==> config.mk <==
export PLATFORM = sky130hd
export DESIGN_NAME = mgrf_core
export DESIGN_NICKNAME = d
export VERILOG_FILES = /design/src/rtl/mgrf_pkg.sv /design/src/rtl/mgrf_core.sv
export SDC_FILE = /design/constraint.sdc
export NUM_CORES = 1
export LEC_CHECK = 0
export CELL_PAD_IN_SITES_DETAIL_PLACEMENT = 1
export CELL_PAD_IN_SITES_GLOBAL_PLACEMENT = 1
export CORE_MARGIN = 4
export CORE_UTILIZATION = 30
export CTS_BUF_LIST = sky130_fd_sc_hd__clkbuf_16
export DETAILED_ROUTE_END_ITERATION = 7
export DONT_BUFFER_PORTS = 1
export PLACE_DENSITY_LB_ADDON = 0.1
export SLEW_MARGIN = 20
export SYNTH_ARGS = -nofsm -noshare
export SYNTH_HDL_FRONTEND = slang
export SYNTH_SLANG_ARGS = --single-unit
export TNS_END_PERCENT = 1
==> constraint.sdc <==
create_clock -name i_clk -period 9.7 [get_ports i_clk]
set_clock_uncertainty 0.15 [all_clocks]
set_input_delay 1.94 -clock i_clk [delete_from_list [all_inputs] [get_ports i_clk]]
set_output_delay 1.94 -clock i_clk [all_outputs]
set_load 0.05 [all_outputs]
==> src/rtl/mgrf_pkg.sv <==
// shared types, widths and helpers for the median-of-three glitch reject filter
// no dependencies
package mgrf_pkg;

    localparam int SAMPLE_W     = 32;
    localparam int THRESH_W     = 31;
    localparam int PTR_W        = 2;
    localparam int DIFF_W       = SAMPLE_W + 1;

    typedef logic signed [SAMPLE_W-1:0] t_sample;
    typedef logic        [THRESH_W-1:0] t_thresh;
    typedef logic        [PTR_W-1:0]    t_ptr;
    typedef logic        [DIFF_W-1:0]   t_diff;

    localparam t_thresh THRESH_RESET = t_thresh'(1000);

    // window slot codes
    localparam t_ptr SLOT_0 = t_ptr'(0);
    localparam t_ptr SLOT_1 = t_ptr'(1);
    localparam t_ptr SLOT_2 = t_ptr'(2);

    // signed median of three values
    function automatic t_sample median3(input t_sample a, input t_sample b,
                                        input t_sample c);
        t_sample lo;
        t_sample hi;
        t_sample med;
        lo = (a > b) ? b : a;
        hi = (a > b) ? a : b;
        if (c >= hi) begin
            med = hi;
        end else if (c <= lo) begin
            med = lo;
        end else begin
            med = c;
        end
        return med;
    endfunction

endpackage

==> src/rtl/mgrf_core.sv <==
// window state, threshold register and single-pass filter datapath
// depends on mgrf_pkg
module mgrf_core
    import mgrf_pkg::*;
(
    input  logic    i_clk,
    input  logic    i_rst_n,
    input  logic    i_cfg_wr_en,
    input  t_thresh i_cfg_wr_data,
    input  logic    i_proc,
    input  t_sample i_sample,
    output t_sample o_value
);

    t_thresh r_thresh;
    t_sample r_win [3];
    t_ptr    r_ptr;
    logic    r_full;

    t_ptr    n_ptr;
    logic    n_full;
    t_ptr    cur_slot;
    t_sample prev_val;
    t_sample med_in0;
    t_sample med_in1;
    t_sample med_in2;
    t_sample med_val;
    t_diff   diff_sp;
    t_diff   diff_ps;
    t_diff   abs_diff;
    logic    keep;

    // current slot, its successor and the entry before it
    always_comb begin
        case (r_ptr)
            SLOT_1: begin
                cur_slot = SLOT_1;
                n_ptr    = SLOT_2;
                prev_val = r_win[0];
            end
            SLOT_2: begin
                cur_slot = SLOT_2;
                n_ptr    = SLOT_0;
                prev_val = r_win[1];
            end
            default: begin
                cur_slot = SLOT_0;
                n_ptr    = SLOT_1;
                prev_val = r_win[2];
            end
        endcase
        n_full = r_full || (cur_slot == SLOT_2);
    end

    // exact step size, one bit wider than a sample
    always_comb begin
        diff_sp  = t_diff'({i_sample[SAMPLE_W-1], i_sample})
                 - t_diff'({prev_val[SAMPLE_W-1], prev_val});
        diff_ps  = t_diff'({prev_val[SAMPLE_W-1], prev_val})
                 - t_diff'({i_sample[SAMPLE_W-1], i_sample});
        abs_diff = diff_sp[DIFF_W-1] ? diff_ps : diff_sp;
        keep     = !n_full || (abs_diff < t_diff'(r_thresh));
    end

    // median over the window with the new sample in place
    always_comb begin
        med_in0 = (cur_slot == SLOT_0) ? i_sample : r_win[0];
        med_in1 = (cur_slot == SLOT_1) ? i_sample : r_win[1];
        med_in2 = (cur_slot == SLOT_2) ? i_sample : r_win[2];
        med_val = median3(med_in0, med_in1, med_in2);
    end

    // result select: passthrough in warm-up, median, or held value on a glitch
    always_comb begin
        if (!n_full) begin
            o_value = i_sample;
        end else if (keep) begin
            o_value = med_val;
        end else begin
            o_value = prev_val;
        end
    end

    // control state
    always_ff @(posedge i_clk) begin
        if (!i_rst_n) begin
            r_thresh <= THRESH_RESET;
            r_ptr    <= SLOT_0;
            r_full   <= 1'b0;
        end else begin
            if (i_cfg_wr_en) begin
                r_thresh <= i_cfg_wr_data;
            end
            if (i_proc) begin
                r_full <= n_full;
                if (keep) begin
                    r_ptr <= n_ptr;
                end
            end
        end
    end

    // window storage, written only by kept samples
    always_ff @(posedge i_clk) begin
        if (i_proc && keep) begin
            r_win[cur_slot] <= i_sample;
        end
    end

endmodule

==> results.md <==
* Post-Place Worst Slack at -0.751 ns
* Clock Latency Late Sink at roughly 0.50 ns
* Row cnt at 80
* Post-detail-place hpwl at between 40000 and 50000 um
* Worst path bufs/invs at 6
* Final Util at 0.386
* Final nets at between 2k and 2.5k
* Min-delay src: r_thresh[5]$_SDFFE_PN1P_
* Synth warnings at 0
* Sequential element share of the synthesized area at 0.244
* Fill count at around 5.5k
* Crit. End Element: output pin
* Total core area at between 40000 and 50000 um2
* Status: finished clean
* # DRC at 0
* WL per Instance at around 23 um
* Final Non-Filler Cells at about 2.5k
* WP data required at 7.61 ns
* Minimum clock period after layout at 9.56 ns
* Leading area contributor after synthesis: edfxtp_1
* Setup violations, final at 0
* Grt ovf at 0
* CTS tree: yes
* EDFF count, synth at 96
* Die height at roughly 230 um
* Slew @ Worst Pin at 0.946 ns
* DR vias/cell at between 5 and 6
* Period utilization at 0.986
* Max incr delay on CP at a little over 0.4 ns
* Syn Area/Cell at 8.64 um2
* Post-Route WL at a little under 60000 um
* Hold-fix buffers at CTS at 0
* Root buf cell: clkbuf_16
* RD Place Congestion at 0.885
* Initial Utilization at 0.305
* Netlist cell types at 65
* Area growth from synthesis to layout at 26.6%
* Initial antenna violation count at 0
* Startpoint Class: input pin
* Top post-synthesis cells by count: ha_1, inv_1, mux2i_1, nand2_1, a21oi_1
* Setup_tns at 0 ns
* Crit. Startpoint: i_sample[31]
* Asr flop ratio synth at 0
* Detailed router's first-iteration violation count at between 600 and 700
* Setup ws final at 0.140 ns
* Antenna Cells at 0
* H-tree Lvls at 4
* FF+latch count, synth at 130
* Cell mode on critical path: or3_4
* Top-area cell type share of the netlist area at 0.198
* Placed Cells at 2462
* Syn nets at around 2k
* Ratio of cells with drive above 1 in the final layout at 0.253
* Die Width at about 230 um
* Slew Limit Fails at 0
* Slowest-stage cell, CP: or3_4
* Synth area leaders: edfxtp_1, ha_1, mux2i_1
* Tot GR Track Use at 0.216
* Ys flop type: edfxtp_1
* Max cap viols at 0
* R2R Path Start: r_ptr[0]$_SDFFE_PN0N_
* Final Hold Viols at 0
* TritonCTS Buffers at 17
* Hold Crit Class: register to register
* Max-slew headroom at 0.368
* Peak Freq at approximately 100 MHz
* Max clock buf depth at 2
* Critical path fanouts, max at 16
* I/O pin count at between 90 and 100
* Vias at approximately 14k
* Clock Sinks at 130
* First-pass GRT wire length at 87000 um
* Post-DRT Antenna Nets at 0
* Critical Path AT at 7.47 ns
* Clk slew on worst S/H paths at 0.06 ns
* Die area at between 50000 and 60000 um2
* Worst setup path class: input pin to output pin
* Synthesized area at ~15000 um2
* IO buf count at 0
* Drt pass-1 iters at 5
* Cells after Synth at about 1.7k
* CP delay by family, top: simple AND/OR/NAND/NOR gates
* Top-count cell post-synth: ha_1
* Vias in the first global route at between 10k and 15k
* Pin count of the biggest net entering global routing at between 60 and 70
## worst reg2reg max path, delay by kind of cell, from the launching register on
| kind | cells | cell delay, ns |
|---|---|---|
| AOI/OAI and AO/OA | 12 | 2.54 |
| xor gates and xnor gates | 1 | 0.11 |
| adders and majority gates | 3 | 0.99 |
| buffers and inverters | 12 | 2.03 |
| DFF | 1 | 0.37 |
| muxes | 1 | 0.37 |
| and+or+nand+nor | 4 | 1.22 |
## state kept, by name, summed over array words and instances (netlist names)
name and flops:
r_ptr 2, r_win 96, r_thresh 31, r_full 1
## area by class of cell
| type | count | area [um2] | area share |
|---|---|---|---|
| repair buffers | 278 | 2440 | 0.132 |
| clock inverters | 15 | 173 | 0.00935 |
| inverters | 171 | 642 | 0.0348 |
| flip-flops and latches | 130 | 3570 | 0.193 |
| well taps | 615 | 769 | 0.0417 |
| multi-input cells | 1287 | 10400 | 0.566 |
| clock buffers | 17 | 425 | 0.0230 |
## placed cells by master (no fill, tap or decap), types with 7 or more instances in the layout
| cell type | synthesis | layout |
|---|---|---|
| a211oi_1 | 12 | 8 |
| a21o_1 | 46 | 46 |
| a21oi_1 | 114 | 113 |
| a221o_1 | 28 | 28 |
| a22oi_1 | 7 | 7 |
| buf_12 | 0 | 17 |
| buf_4 | 3 | 239 |
| buf_6 | 2 | 17 |
| clkbuf_16 | 0 | 19 |
| dfxtp_1 | 34 | 32 |
| edfxtp_1 | 96 | 96 |
| ha_1 | 192 | 187 |
| inv_1 | 171 | 171 |
| mux2_1 | 9 | 8 |
| mux2_2 | 77 | 77 |
| mux2i_1 | 144 | 125 |
| mux2i_2 | 0 | 15 |
| nand2_1 | 131 | 130 |
| nand3_1 | 21 | 19 |
| nand4_1 | 35 | 35 |
| nor2_1 | 57 | 53 |
| nor2b_1 | 40 | 40 |
| nor3_1 | 13 | 9 |
| o211ai_1 | 19 | 19 |
| o21a_1 | 7 | 7 |
| o21ai_0 | 98 | 79 |
| o21ai_1 | 61 | 56 |
| o21ai_2 | 0 | 20 |
| o21bai_1 | 15 | 15 |
| o31a_1 | 34 | 34 |
| xnor2_1 | 17 | 17 |
| xor2_1 | 15 | 15 |
## through the flow
stage	cell area, um2	hold WS [ns]
global route	18500	0.371
CTS	18000	0.354
floorplan	14600	0.311
global placement	17100	0.330
detailed placement	17100	0.343
finish	18500	0.345
## what timing repair did
item / in CTS / in global routing
endpoints found under the setup margin: 32 / 32
resized for setup: 46 / 91
gates cloned: 1 / 2
setup buffers: 2 / 14
pin swaps: 4 / 17
## metal layers
layer / global-route usage / part of all wire / vias to the layer above
li1: - / - / 6585
met1: 0.300 / 0.49 / 6629
met2: 0.343 / 0.45 / 234
met3: 0.0349 / 0.038 / 68
met4: 0.0708 / 0.023 / 0
met5: 0 / 0 / -
## cell families (layout without fill, tap and decap cells)
group / after synthesis / in the layout / share of synthesized area
AO/OA/AOI/OAI: 495 / 495 / 0.220
XOR/XNOR: 32 / 32 / 0.0192
adder cells (fa/ha/maj): 194 / 194 / 0.168
buffers and inverters: 270 / 481 / 0.0729
flip-flops: 130 / 130 / 0.244
multiplexers: 230 / 230 / 0.165
AND/OR/NAND/NOR: 336 / 336 / 0.111
## path summary, 6_finish.rpt
kind,slack [ns],depth (start not counted),to
setup / recovery,0.14,25,o_value[10]
hold / removal,0.34,2,r_thresh[5]$_SDFFE_PN1P_
setup reg to reg,1.66,33,r_win[0][30]$_DFFE_PP_
hold reg to reg,0.34,2,r_thresh[5]$_SDFFE_PN1P_
Power is not shown: default switching activity piles up to over one toggle a cycle in this logic, so the estimate is an artifact.
